--- src/design/iafmt_pkg.sv ---
// Package for the integer-to-ASCII formatter: conversion and length codes,
// the queued word layout and ASCII constants. No dependencies.

package iafmt_pkg;

   // conversion codes
   localparam logic [3:0] CONV_CHAR     = 4'd0;
   localparam logic [3:0] CONV_DEC      = 4'd1;
   localparam logic [3:0] CONV_DEC_LONG = 4'd2;
   localparam logic [3:0] CONV_OCT      = 4'd3;
   localparam logic [3:0] CONV_OCT_LONG = 4'd4;
   localparam logic [3:0] CONV_HEX_LOW  = 4'd5;
   localparam logic [3:0] CONV_HEX_UP   = 4'd6;
   localparam logic [3:0] CONV_UNS      = 4'd7;
   localparam logic [3:0] CONV_UNS_LONG = 4'd8;
   localparam logic [3:0] CONV_PTR      = 4'd9;

   // length modifier codes
   localparam logic [1:0] LEN_INT = 2'd0;
   localparam logic [1:0] LEN_HH  = 2'd1;
   localparam logic [1:0] LEN_H   = 2'd2;
   localparam logic [1:0] LEN_L   = 2'd3;

   localparam int VALUE_W      = 64;
   localparam int NUM_SLOTS    = 22;  // digit slots, enough for 64-bit octal
   localparam int BCD_DIGITS   = 20;  // enough for 2^64 - 1 in decimal
   localparam int DABBLE_BITS  = 8;   // binary bits folded into BCD per cycle
   localparam int DABBLE_STEPS = VALUE_W / DABBLE_BITS;
   localparam int IAF_QUEUE_DEPTH = 2;

   localparam logic [7:0] CH_ZERO   = 8'h30;
   localparam logic [7:0] CH_X      = 8'h78;
   localparam logic [7:0] CH_MINUS  = 8'h2D;
   localparam logic [7:0] LOWER_OFS = 8'h57;  // 'a' - 10
   localparam logic [7:0] UPPER_OFS = 8'h37;  // 'A' - 10

   typedef enum logic [1:0] {
      BASE_OCT,
      BASE_DEC,
      BASE_HEX
   } base_type;

   typedef struct packed {
      logic                 is_char;
      base_type             base;
      logic                 upper;
      logic                 neg;
      logic                 ptr;
      logic [VALUE_W-1:0]   mag;
   } iafmt_entry_type;

endpackage

--- src/design/integer_to_ascii_formatter_core.sv ---
// Top level of the integer-to-ASCII formatter: front, queue and back.
// Uses iafmt_pkg, iafmt_front, iafmt_queue and iafmt_back.

// Usage
//   Request side looks like a queue: drive req_conversion, req_length_mode and
//   req_value with push; the word is taken on a rising edge with push high and
//   full low. Unknown conversion codes are taken and produce no text.
//   Result side looks like a queue: while empty is low, rsp_char_out holds the
//   oldest character (most significant first) and rsp_last marks the final
//   character of a conversion; pop takes it.
//   Flow and rate: the front classifies in the accept cycle and parks the
//   word in a QUEUE_DEPTH-entry queue. The back handles one word at a time:
//   it fetches the word, runs shift-and-add-3 for decimal (eight bits a
//   step), finds the leading digit, then sends one character per cycle while
//   the receiver keeps popping; a char goes straight to output. 22 characters
//   is the longest text. The back's single conversion datapath sets this rate.
//   A stalled receiver holds the output register; the back then waits, the
//   queue fills and full rises. Reset empties the queue and the output stage.

module integer_to_ascii_formatter_core
   import iafmt_pkg::*;
#(
   parameter int QUEUE_DEPTH = IAF_QUEUE_DEPTH
) (
   input  logic                clock,
   input  logic                reset,
   input  logic                push,
   output logic                full,
   input  logic [3:0]          req_conversion,
   input  logic [1:0]          req_length_mode,
   input  logic [VALUE_W-1:0]  req_value,
   output logic                empty,
   input  logic                pop,
   output logic [7:0]          rsp_char_out,
   output logic                rsp_last
);

   iafmt_entry_type front_entry;
   iafmt_entry_type back_entry;
   logic            q_push;
   logic            q_pop;
   logic            q_empty;

   // decode and classify the request
   iafmt_front u_front (
      .push            (push),
      .req_conversion  (req_conversion),
      .req_length_mode (req_length_mode),
      .req_value       (req_value),
      .q_full          (full),
      .q_push          (q_push),
      .q_entry         (front_entry)
   );

   // hold classified words while the back is busy
   iafmt_queue #(
      .WIDTH ($bits(iafmt_entry_type)),
      .DEPTH (QUEUE_DEPTH)
   ) u_queue (
      .clock   (clock),
      .reset   (reset),
      .wr_en   (q_push),
      .wr_data (front_entry),
      .rd_en   (q_pop),
      .rd_data (back_entry),
      .full    (full),
      .empty   (q_empty)
   );

   // convert and stream characters
   iafmt_back u_back (
      .clock        (clock),
      .reset        (reset),
      .q_entry      (back_entry),
      .q_empty      (q_empty),
      .q_pop        (q_pop),
      .pop          (pop),
      .empty        (empty),
      .rsp_char_out (rsp_char_out),
      .rsp_last     (rsp_last)
   );

endmodule

--- src/design/iafmt_queue.sv ---
// Small register FIFO between the front and back of the formatter.
// Generic width and power-of-two depth; no package dependency.

module iafmt_queue #(
   parameter int WIDTH = 8,
   parameter int DEPTH = 2
) (
   input  logic             clock,
   input  logic             reset,
   input  logic             wr_en,
   input  logic [WIDTH-1:0] wr_data,
   input  logic             rd_en,
   output logic [WIDTH-1:0] rd_data,
   output logic             full,
   output logic             empty
);

   localparam int PTR_W = (DEPTH > 1) ? $clog2(DEPTH) : 1;
   localparam int CNT_W = $clog2(DEPTH + 1);

   logic [WIDTH-1:0] mem_ff [DEPTH];
   logic [PTR_W-1:0] wr_ptr_ff, wr_ptr_in;
   logic [PTR_W-1:0] rd_ptr_ff, rd_ptr_in;
   logic [CNT_W-1:0] count_ff, count_in;
   logic             do_wr, do_rd;

   assign full    = (count_ff == CNT_W'(DEPTH));
   assign empty   = (count_ff == '0);
   assign rd_data = mem_ff[rd_ptr_ff];
   assign do_wr   = wr_en && !full;
   assign do_rd   = rd_en && !empty;

   always_comb begin
      wr_ptr_in = do_wr ? wr_ptr_ff + 1'b1 : wr_ptr_ff;
      rd_ptr_in = do_rd ? rd_ptr_ff + 1'b1 : rd_ptr_ff;
      count_in  = count_ff;
      if (do_wr && !do_rd) begin
         count_in = count_ff + 1'b1;
      end else if (do_rd && !do_wr) begin
         count_in = count_ff - 1'b1;
      end
   end

   always_ff @(posedge clock) begin
      if (reset) begin
         wr_ptr_ff <= '0;
         rd_ptr_ff <= '0;
         count_ff  <= '0;
      end else begin
         wr_ptr_ff <= wr_ptr_in;
         rd_ptr_ff <= rd_ptr_in;
         count_ff  <= count_in;
      end
   end

   always_ff @(posedge clock) begin
      if (do_wr) begin
         mem_ff[wr_ptr_ff] <= wr_data;
      end
   end

endmodule

--- src/design/iafmt_front.sv ---
// Front of the formatter: decode a request, truncate or sign-extend the value,
// form magnitude and sign, and queue the word. Uses iafmt_pkg.

module iafmt_front
   import iafmt_pkg::*;
(
   input  logic                 push,
   input  logic [3:0]           req_conversion,
   input  logic [1:0]           req_length_mode,
   input  logic [VALUE_W-1:0]   req_value,
   input  logic                 q_full,
   output logic                 q_push,
   output iafmt_entry_type      q_entry
);

   logic [VALUE_W-1:0] mask;
   logic [VALUE_W-1:0] trunc;
   logic [VALUE_W-1:0] sext;
   logic [VALUE_W-1:0] signed_val;
   logic               sign_bit;
   logic               known_conv;

   always_comb begin
      case (req_length_mode)
         LEN_HH: begin
            mask     = VALUE_W'(64'hFF);
            sign_bit = req_value[7];
         end
         LEN_H: begin
            mask     = VALUE_W'(64'hFFFF);
            sign_bit = req_value[15];
         end
         LEN_L: begin
            mask     = '1;
            sign_bit = req_value[VALUE_W-1];
         end
         default: begin
            mask     = VALUE_W'(64'hFFFF_FFFF);
            sign_bit = req_value[31];
         end
      endcase
      trunc = req_value & mask;
      sext  = sign_bit ? (trunc | ~mask) : trunc;
   end

   always_comb begin
      q_entry         = '0;
      q_entry.base    = BASE_DEC;
      known_conv      = 1'b1;
      signed_val      = (req_conversion == CONV_DEC_LONG) ? req_value : sext;
      case (req_conversion)
         CONV_CHAR: begin
            q_entry.is_char = 1'b1;
            q_entry.mag     = {{(VALUE_W-8){1'b0}}, req_value[7:0]};
         end
         CONV_DEC, CONV_DEC_LONG: begin
            q_entry.neg = signed_val[VALUE_W-1];
            q_entry.mag = signed_val[VALUE_W-1] ? (~signed_val + 1'b1) : signed_val;
         end
         CONV_OCT: begin
            q_entry.base = BASE_OCT;
            q_entry.mag  = trunc;
         end
         CONV_OCT_LONG: begin
            q_entry.base = BASE_OCT;
            q_entry.mag  = req_value;
         end
         CONV_HEX_LOW: begin
            q_entry.base = BASE_HEX;
            q_entry.mag  = trunc;
         end
         CONV_HEX_UP: begin
            q_entry.base  = BASE_HEX;
            q_entry.upper = 1'b1;
            q_entry.mag   = trunc;
         end
         CONV_UNS: begin
            q_entry.mag = trunc;
         end
         CONV_UNS_LONG: begin
            q_entry.mag = req_value;
         end
         CONV_PTR: begin
            q_entry.base = BASE_HEX;
            q_entry.ptr  = 1'b1;
            q_entry.mag  = req_value;
         end
         default: begin
            known_conv = 1'b0;
         end
      endcase
   end

   // unknown codes are taken and dropped: they produce no text
   assign q_push = push && !q_full && known_conv;

endmodule

--- src/design/iafmt_back.sv ---
// Back of the formatter: turn a queued word into digit slots (BCD for decimal),
// skip leading zeros, send a character a cycle unless stalled. Uses iafmt_pkg.

module iafmt_back
   import iafmt_pkg::*;
(
   input  logic              clock,
   input  logic              reset,
   input  iafmt_entry_type   q_entry,
   input  logic              q_empty,
   output logic              q_pop,
   input  logic              pop,
   output logic              empty,
   output logic [7:0]        rsp_char_out,
   output logic              rsp_last
);

   localparam int IDX_W  = $clog2(NUM_SLOTS);
   localparam int STEP_W = $clog2(DABBLE_STEPS);
   localparam int BCD_W  = BCD_DIGITS * 4;
   localparam int PAD_W  = NUM_SLOTS * 4;

   typedef logic [NUM_SLOTS-1:0][3:0] digits_type;

   typedef enum logic [1:0] {
      ST_IDLE,
      ST_BCD,
      ST_SCAN,
      ST_EMIT
   } state_type;

   state_type          state_ff, state_in;
   iafmt_entry_type    ent_ff, ent_in;
   digits_type         digits_ff, digits_in;
   logic [BCD_W-1:0]   bcd_ff, bcd_in;
   logic [VALUE_W-1:0] bin_ff, bin_in;
   logic [STEP_W-1:0]  step_ff, step_in;
   logic [IDX_W-1:0]   idx_ff, idx_in;
   logic [1:0]         pre_ff, pre_in;
   logic               out_valid_ff, out_valid_in;
   logic [7:0]         out_char_ff, out_char_in;
   logic               out_last_ff, out_last_in;

   logic [BCD_W-1:0]   bcd_next;
   logic [VALUE_W-1:0] bin_next;
   logic [IDX_W-1:0]   lead;
   logic [3:0]         cur_digit;
   logic               slot_free;

   // Spread a binary value over the digit slots, slot 0 most significant.
   function automatic digits_type load_digits(input logic [VALUE_W-1:0] mag,
                                              input base_type base);
      logic [PAD_W-1:0] w;
      digits_type       d;
      w = {{(PAD_W-VALUE_W){1'b0}}, mag};
      d = '0;
      for (int k = 0; k < NUM_SLOTS; k++) begin
         case (base)
            BASE_OCT: d[NUM_SLOTS-1-k] = {1'b0, w[3*k +: 3]};
            BASE_HEX: d[NUM_SLOTS-1-k] = w[4*k +: 4];
            default:  d[NUM_SLOTS-1-k] = 4'd0;
         endcase
      end
      return d;
   endfunction

   function automatic digits_type bcd_digits(input logic [BCD_W-1:0] b);
      logic [PAD_W-1:0] w;
      digits_type       d;
      w = {{(PAD_W-BCD_W){1'b0}}, b};
      d = '0;
      for (int k = 0; k < NUM_SLOTS; k++) begin
         d[NUM_SLOTS-1-k] = w[4*k +: 4];
      end
      return d;
   endfunction

   // Shift-and-add-3 over DABBLE_BITS input bits.
   always_comb begin
      bcd_next = bcd_ff;
      bin_next = bin_ff;
      for (int s = 0; s < DABBLE_BITS; s++) begin
         for (int j = 0; j < BCD_DIGITS; j++) begin
            if (bcd_next[4*j +: 4] >= 4'd5) begin
               bcd_next[4*j +: 4] = bcd_next[4*j +: 4] + 4'd3;
            end
         end
         bcd_next = {bcd_next[BCD_W-2:0], bin_next[VALUE_W-1]};
         bin_next = {bin_next[VALUE_W-2:0], 1'b0};
      end
   end

   // First nonzero slot; the last slot when the value is zero.
   always_comb begin
      lead = IDX_W'(NUM_SLOTS - 1);
      for (int k = NUM_SLOTS - 1; k >= 0; k--) begin
         if (digits_ff[k] != 4'd0) begin
            lead = IDX_W'(k);
         end
      end
   end

   assign cur_digit = digits_ff[idx_ff];
   assign slot_free = !out_valid_ff || pop;

   always_comb begin
      state_in     = state_ff;
      ent_in       = ent_ff;
      digits_in    = digits_ff;
      bcd_in       = bcd_ff;
      bin_in       = bin_ff;
      step_in      = step_ff;
      idx_in       = idx_ff;
      pre_in       = pre_ff;
      out_valid_in = out_valid_ff && !pop;
      out_char_in  = out_char_ff;
      out_last_in  = out_last_ff;
      q_pop        = 1'b0;

      case (state_ff)
         ST_IDLE: begin
            if (!q_empty) begin
               q_pop     = 1'b1;
               ent_in    = q_entry;
               digits_in = load_digits(q_entry.mag, q_entry.base);
               bin_in    = q_entry.mag;
               bcd_in    = '0;
               step_in   = '0;
               pre_in    = q_entry.ptr ? 2'd2 : (q_entry.neg ? 2'd1 : 2'd0);
               if (q_entry.is_char) begin
                  state_in = ST_EMIT;
               end else if (q_entry.base == BASE_DEC) begin
                  state_in = ST_BCD;
               end else begin
                  state_in = ST_SCAN;
               end
            end
         end
         ST_BCD: begin
            bcd_in  = bcd_next;
            bin_in  = bin_next;
            step_in = step_ff + 1'b1;
            if (step_ff == STEP_W'(DABBLE_STEPS - 1)) begin
               digits_in = bcd_digits(bcd_next);
               state_in  = ST_SCAN;
            end
         end
         ST_SCAN: begin
            idx_in   = lead;
            state_in = ST_EMIT;
         end
         ST_EMIT: begin
            if (slot_free) begin
               out_valid_in = 1'b1;
               out_last_in  = 1'b0;
               if (ent_ff.is_char) begin
                  out_char_in = ent_ff.mag[7:0];
                  out_last_in = 1'b1;
                  state_in    = ST_IDLE;
               end else if (pre_ff != 2'd0) begin
                  if (ent_ff.ptr) begin
                     out_char_in = (pre_ff == 2'd2) ? CH_ZERO : CH_X;
                  end else begin
                     out_char_in = CH_MINUS;
                  end
                  pre_in = pre_ff - 1'b1;
               end else begin
                  if (cur_digit < 4'd10) begin
                     out_char_in = CH_ZERO + {4'd0, cur_digit};
                  end else if (ent_ff.upper) begin
                     out_char_in = UPPER_OFS + {4'd0, cur_digit};
                  end else begin
                     out_char_in = LOWER_OFS + {4'd0, cur_digit};
                  end
                  idx_in = idx_ff + 1'b1;
                  if (idx_ff == IDX_W'(NUM_SLOTS - 1)) begin
                     out_last_in = 1'b1;
                     state_in    = ST_IDLE;
                  end
               end
            end
         end
         default: begin
            state_in = ST_IDLE;
         end
      endcase
   end

   always_ff @(posedge clock) begin
      if (reset) begin
         state_ff     <= ST_IDLE;
         out_valid_ff <= 1'b0;
      end else begin
         state_ff     <= state_in;
         out_valid_ff <= out_valid_in;
      end
      ent_ff      <= ent_in;
      digits_ff   <= digits_in;
      bcd_ff      <= bcd_in;
      bin_ff      <= bin_in;
      step_ff     <= step_in;
      idx_ff      <= idx_in;
      pre_ff      <= pre_in;
      out_char_ff <= out_char_in;
      out_last_ff <= out_last_in;
   end

   assign empty        = !out_valid_ff;
   assign rsp_char_out = out_char_ff;
   assign rsp_last     = out_last_ff;

endmodule
--- config.mk ---
export PLATFORM = sky130hd
export DESIGN_NAME = integer_to_ascii_formatter_core
export DESIGN_NICKNAME = d
export VERILOG_FILES = /design/src/design/iafmt_pkg.sv /design/src/design/integer_to_ascii_formatter_core.sv /design/src/design/iafmt_queue.sv /design/src/design/iafmt_front.sv /design/src/design/iafmt_back.sv
export SDC_FILE = /design/constraint.sdc
export NUM_CORES = 2
export LEC_CHECK = 0
export BUFFER_PORTS_ARGS = -buffer_cell sky130_fd_sc_hd__buf_2
export CELL_PAD_IN_SITES_DETAIL_PLACEMENT = 1
export CELL_PAD_IN_SITES_GLOBAL_PLACEMENT = 2
export CORE_UTILIZATION = 37
export CTS_BUF_LIST = sky130_fd_sc_hd__clkbuf_8
export DETAILED_ROUTE_END_ITERATION = 16
export PLACE_DENSITY = 0.79
export SLEW_MARGIN = 20
export SYNTH_ARGS = -nofsm -noshare
export SYNTH_HDL_FRONTEND = slang
export SYNTH_HIERARCHICAL = 1
export SYNTH_SLANG_ARGS = --single-unit
--- constraint.sdc ---
create_clock -name clock -period 6.99 [get_ports clock]
set_clock_uncertainty 0.2 [all_clocks]
set_input_delay 1.0485 -clock clock [delete_from_list [all_inputs] [get_ports clock]]
set_output_delay 1.0485 -clock clock [all_outputs]
set_load 0.01 [all_outputs]
==> impl_results.md <==
* Result of the run: complete, no violations
* Worst setup path end: u_back/digits_ff[44]
* DIE HEIGHT at around 340 um
* Fraction of registers with async set or reset after synthesis at 0%
* Clock Latency Late Sink at 680 ps
* Post-placement cell area at ~50,000 um2
* Post-route minimum period at 6890 ps
* Cell types with the largest area share after synthesis: sky130_fd_sc_hd__edfxtp_1 (28%), sky130_fd_sc_hd__mux2_2 (4.9%), sky130_fd_sc_hd__ha_1 (4.0%)
* Critical path's largest stage delay at 460 ps
* Min setup slack post-route at 95.1 ps
* Reg-to-reg setup timing slack at 100 ps
* Congestion Overflow GR at 0
* Reg2reg path depth at 32
* Number of buffer cells added on primary ports at between 80 and 90
* Fill cell instance count of the final layout at 13,700
* Post-synth top area cell: sky130_fd_sc_hd__edfxtp_1
* Most used flip-flop cell after synthesis: sky130_fd_sc_hd__edfxtp_1
* First-pass GRT wire length at about 240 mm
* Largest fanout on the critical path at 5
* Share of synthesized area occupied by flip-flops and latches at approximately 28%
* Initial detailed-routing violation count at 2,902
* Mapped Nets at 5,344
* Average footprint of a synthesized cell at around 8.4 um2
* Yosys warning count at 6
* Final design instance area without fill at about 54,000 um2
* Area added between synthesis and finish at 24.1%
* Area of the mapped netlist at between 40,000 and 50,000 um2
* Top cells by count, synth: sky130_fd_sc_hd__nand2_1 (426), sky130_fd_sc_hd__nor2_1 (411), sky130_fd_sc_hd__edfxtp_1 (398)
* DIE WIDTH at 344 um
* Number of vias per cell at 6.07
* Net total in the final layout at ~6,000
* Synth cell types at 144
* Pin count of the biggest net entering global routing at 69
* Category of the most critical setup path: reg2reg
* # hold bufs at CTS at 0
* CTS sink count at 406
* Final weighted congestion in routability-driven placement at roughly 0.91
* Worst endpoint required time at around 7200 ps
* Ant. Diodes at 0
* Share of Yosys cell area claimed by the top area cell type at between 20% and 30%
* Number of violations of the max-capacitance limit at 0
* Launch point of the worst reg-to-reg path: u_back/bcd_ff[36]
* Endpoint of the worst register-to-register path: u_back/digits_ff[44]
* Path type of the worst min-delay path: reg2reg
* TritonCTS clock tree: built
* Total wire length after detailed routing at around 160 mm
* Max H-tree Level at 3
* Worst hold path depth at 2
* Placed Instances at a little over 7,000
* Slowest stage cell on the critical path: sky130_fd_sc_hd__edfxtp_1
* Most common cell in the synthesized netlist: sky130_fd_sc_hd__nand2_1
* Critical path startpoint category: flop
* Initial standard-cell utilization of the core at 37.3%
* DIE AREA at ~120,000 um2
* Number of synthesized register bits at between 400 and 500
* Fmax at between 0.1 and 0.15 GHz
* First drt pass iteration count at 5
* Share of layout cells above drive strength 1 at 29.8%
* Final critical-path share of the clock period at slightly below 100%
* Setup violations, final at 0
* Row count at 125
* Post-Syn Instances at 5,131
* Worst setup EP type: flop
* Clk buf depth at 3
* Initial antenna violation count at 4
* Post-route insts no fill at 7,339
* Vias in the first global route at around 43,000
* Clock Pin Slew Worst Setup and Hold Paths at 60 ps
* Total via count after detailed routing at between 40,000 and 50,000
* Total GRT Usage at around a quarter
* Number of synthesized flops with an enable pin at roughly 400
* Final hold violation count at 0
* DR DRC count at 0
* Number of max-slew violations in the final report at 0
* Data arrival time of the critical path at between 7000 and 8000 ps
* Pre-CTS setup slack at -518 ps
* Drt wl/cell at between 20 and 25 um
* Max-slew headroom at the worst pin at a little under a quarter
* Area inside the core boundary at between 100,000 and 150,000 um2
* Critical Path Start: u_back/bcd_ff[36]
* Pin slew with the least headroom to its limit at around 1200 ps
* Total CTS buffers at 76
* Number of placed I/O pins at between 80 and 90
* Placed wire-length estimate after detailed placement at 120 mm
* Library cell used as clock root buffer: sky130_fd_sc_hd__clkbuf_8
* Antenna violation net count after detailed routing at 0
==> cell type report <==
cell class                      count  area (um2)  share of cell area [%]
Clock buffer                       80        1100                    2.05
Tap cell                         1524        1910                    3.55
Inverter                          221         833                    1.55
Clock inverter                     61         474                   0.884
Multi-Input combinational cell   4263       31500                    58.7
Timing Repair Buffer              784        5720                    10.7
Sequential cell                   406       12100                    22.6
==> metal layers <==
metal | share of wire [%] | wire, um | GRT usage [%]
met1 | 47 | 73700 | 35.4
met2 | 47 | 74800 | 41.7
met3 | 4.2 | 6580 | 2.09
met4 | 1.9 | 3010 | 5.54
met5 | 0 | 0 | 0
==> cells by family (layout without fill, tap and decap cells) <==
family | count (synthesis) | in the layout | synth area share [%]
compound gates | 1813 | 1813 | 30.0
flops | 406 | 406 | 28.0
mux | 358 | 358 | 9.50
simple gates | 1835 | 1835 | 21.5
xor+xnor | 99 | 99 | 2.20
fa+ha+maj | 158 | 158 | 4.47
buf+inv | 462 | 1146 | 4.35
==> placed cells by master, fill, tap and decap left out, types with 28 or more instances in the layout <==
| cell type | synthesis | routed |
|---|---|---|
| sky130_fd_sc_hd__clkbuf_8 | 0 | 80 |
| sky130_fd_sc_hd__nor3_1 | 166 | 145 |
| sky130_fd_sc_hd__edfxtp_1 | 398 | 398 |
| sky130_fd_sc_hd__nor2_1 | 411 | 388 |
| sky130_fd_sc_hd__xnor2_1 | 60 | 45 |
| sky130_fd_sc_hd__inv_2 | 25 | 48 |
| sky130_fd_sc_hd__or3_1 | 91 | 82 |
| sky130_fd_sc_hd__a211oi_2 | 13 | 37 |
| sky130_fd_sc_hd__a21o_1 | 67 | 66 |
| sky130_fd_sc_hd__nand4_1 | 29 | 29 |
| sky130_fd_sc_hd__a31o_2 | 29 | 28 |
| sky130_fd_sc_hd__nor2b_1 | 51 | 43 |
| sky130_fd_sc_hd__a21oi_2 | 9 | 41 |
| sky130_fd_sc_hd__mux2i_1 | 141 | 130 |
| sky130_fd_sc_hd__nand2b_1 | 75 | 70 |
| sky130_fd_sc_hd__o21a_1 | 59 | 57 |
| sky130_fd_sc_hd__inv_1 | 192 | 197 |
| sky130_fd_sc_hd__o211a_1 | 31 | 30 |
| sky130_fd_sc_hd__buf_2 | 59 | 84 |
| sky130_fd_sc_hd__buf_4 | 9 | 691 |
| sky130_fd_sc_hd__o31ai_1 | 32 | 31 |
| sky130_fd_sc_hd__o21ai_0 | 274 | 245 |
| sky130_fd_sc_hd__a31oi_1 | 79 | 70 |
| sky130_fd_sc_hd__a211o_1 | 44 | 44 |
| sky130_fd_sc_hd__o21bai_1 | 52 | 47 |
| sky130_fd_sc_hd__nand2_1 | 426 | 415 |
| sky130_fd_sc_hd__and2_1 | 97 | 83 |
| sky130_fd_sc_hd__or2_2 | 41 | 35 |
| sky130_fd_sc_hd__mux2_2 | 187 | 183 |
| sky130_fd_sc_hd__nand3_1 | 167 | 166 |
| sky130_fd_sc_hd__a211oi_1 | 84 | 58 |
| sky130_fd_sc_hd__and3_1 | 59 | 54 |
| sky130_fd_sc_hd__o21ai_1 | 75 | 82 |
| sky130_fd_sc_hd__o22ai_1 | 77 | 64 |
| sky130_fd_sc_hd__nor4_1 | 54 | 53 |
| sky130_fd_sc_hd__a21oi_1 | 324 | 285 |
| sky130_fd_sc_hd__ha_1 | 139 | 89 |
| sky130_fd_sc_hd__ha_2 | 0 | 33 |
| sky130_fd_sc_hd__o211ai_1 | 95 | 95 |
==> worst max-delay path: cells and delay by family (launching register included) <==
kind / cells / cell delay, ps
AND/OR/NAND/NOR: 6 / 900
buffers and inverters: 5 / 580
AO/OA/AOI/OAI: 16 / 3350
flip-flops: 1 / 460
adder cells (fa/ha/maj): 4 / 790
multiplexers: 1 / 310
==> how the worst min path moves through the flow <==
stage               slack (ps)                 to               from
floorplan                  250  u_queue/wr_ptr_ff  u_queue/wr_ptr_ff
global placement           270  u_queue/wr_ptr_ff  u_queue/wr_ptr_ff
detailed placement         290  u_queue/wr_ptr_ff  u_queue/wr_ptr_ff
CTS                        300  u_queue/wr_ptr_ff  u_queue/wr_ptr_ff
global route               330  u_queue/wr_ptr_ff  u_queue/wr_ptr_ff
finish                     290  u_queue/wr_ptr_ff  u_queue/wr_ptr_ff
==> timing repair <==
item	4_1_cts	5_1_grt
pin swaps	33	164
buffers inserted	37	122
resized for setup	76	414
setup endpoints to repair	83	150
==> stage by stage <==
| stage | TNS (ps) | util, % | hold slack, ps |
|---|---|---|---|
| 3_5_place_dp | -9220 | 42.0 | 288 |
| 4_1_cts | 0 | 43.9 | 297 |
| 2_1_floorplan | -62.8 | - | 252 |
| 6_report | 0 | 46.2 | 294 |
| 5_1_grt | -4910 | 46.2 | 328 |
| 3_3_place_gp | -854 | 42.0 | 267 |
==> registers in the layout (all words and copies together), names as in the netlist, 3 cells and up, named ones only <==
| register | count |
|---|---|
| u_queue/mem_ff | 140 |
| u_back/rsp_char_out | 8 |
| u_back/idx_ff | 5 |
| u_back/step_ff | 3 |
| u_back/bcd_ff | 80 |
| u_back/digits_ff | 84 |
| u_back/bin_ff | 64 |
| u_back/ent_ff | 11 |
Power is not shown: default switching activity piles up to over one toggle a cycle in this logic, so the estimate is an artifact.
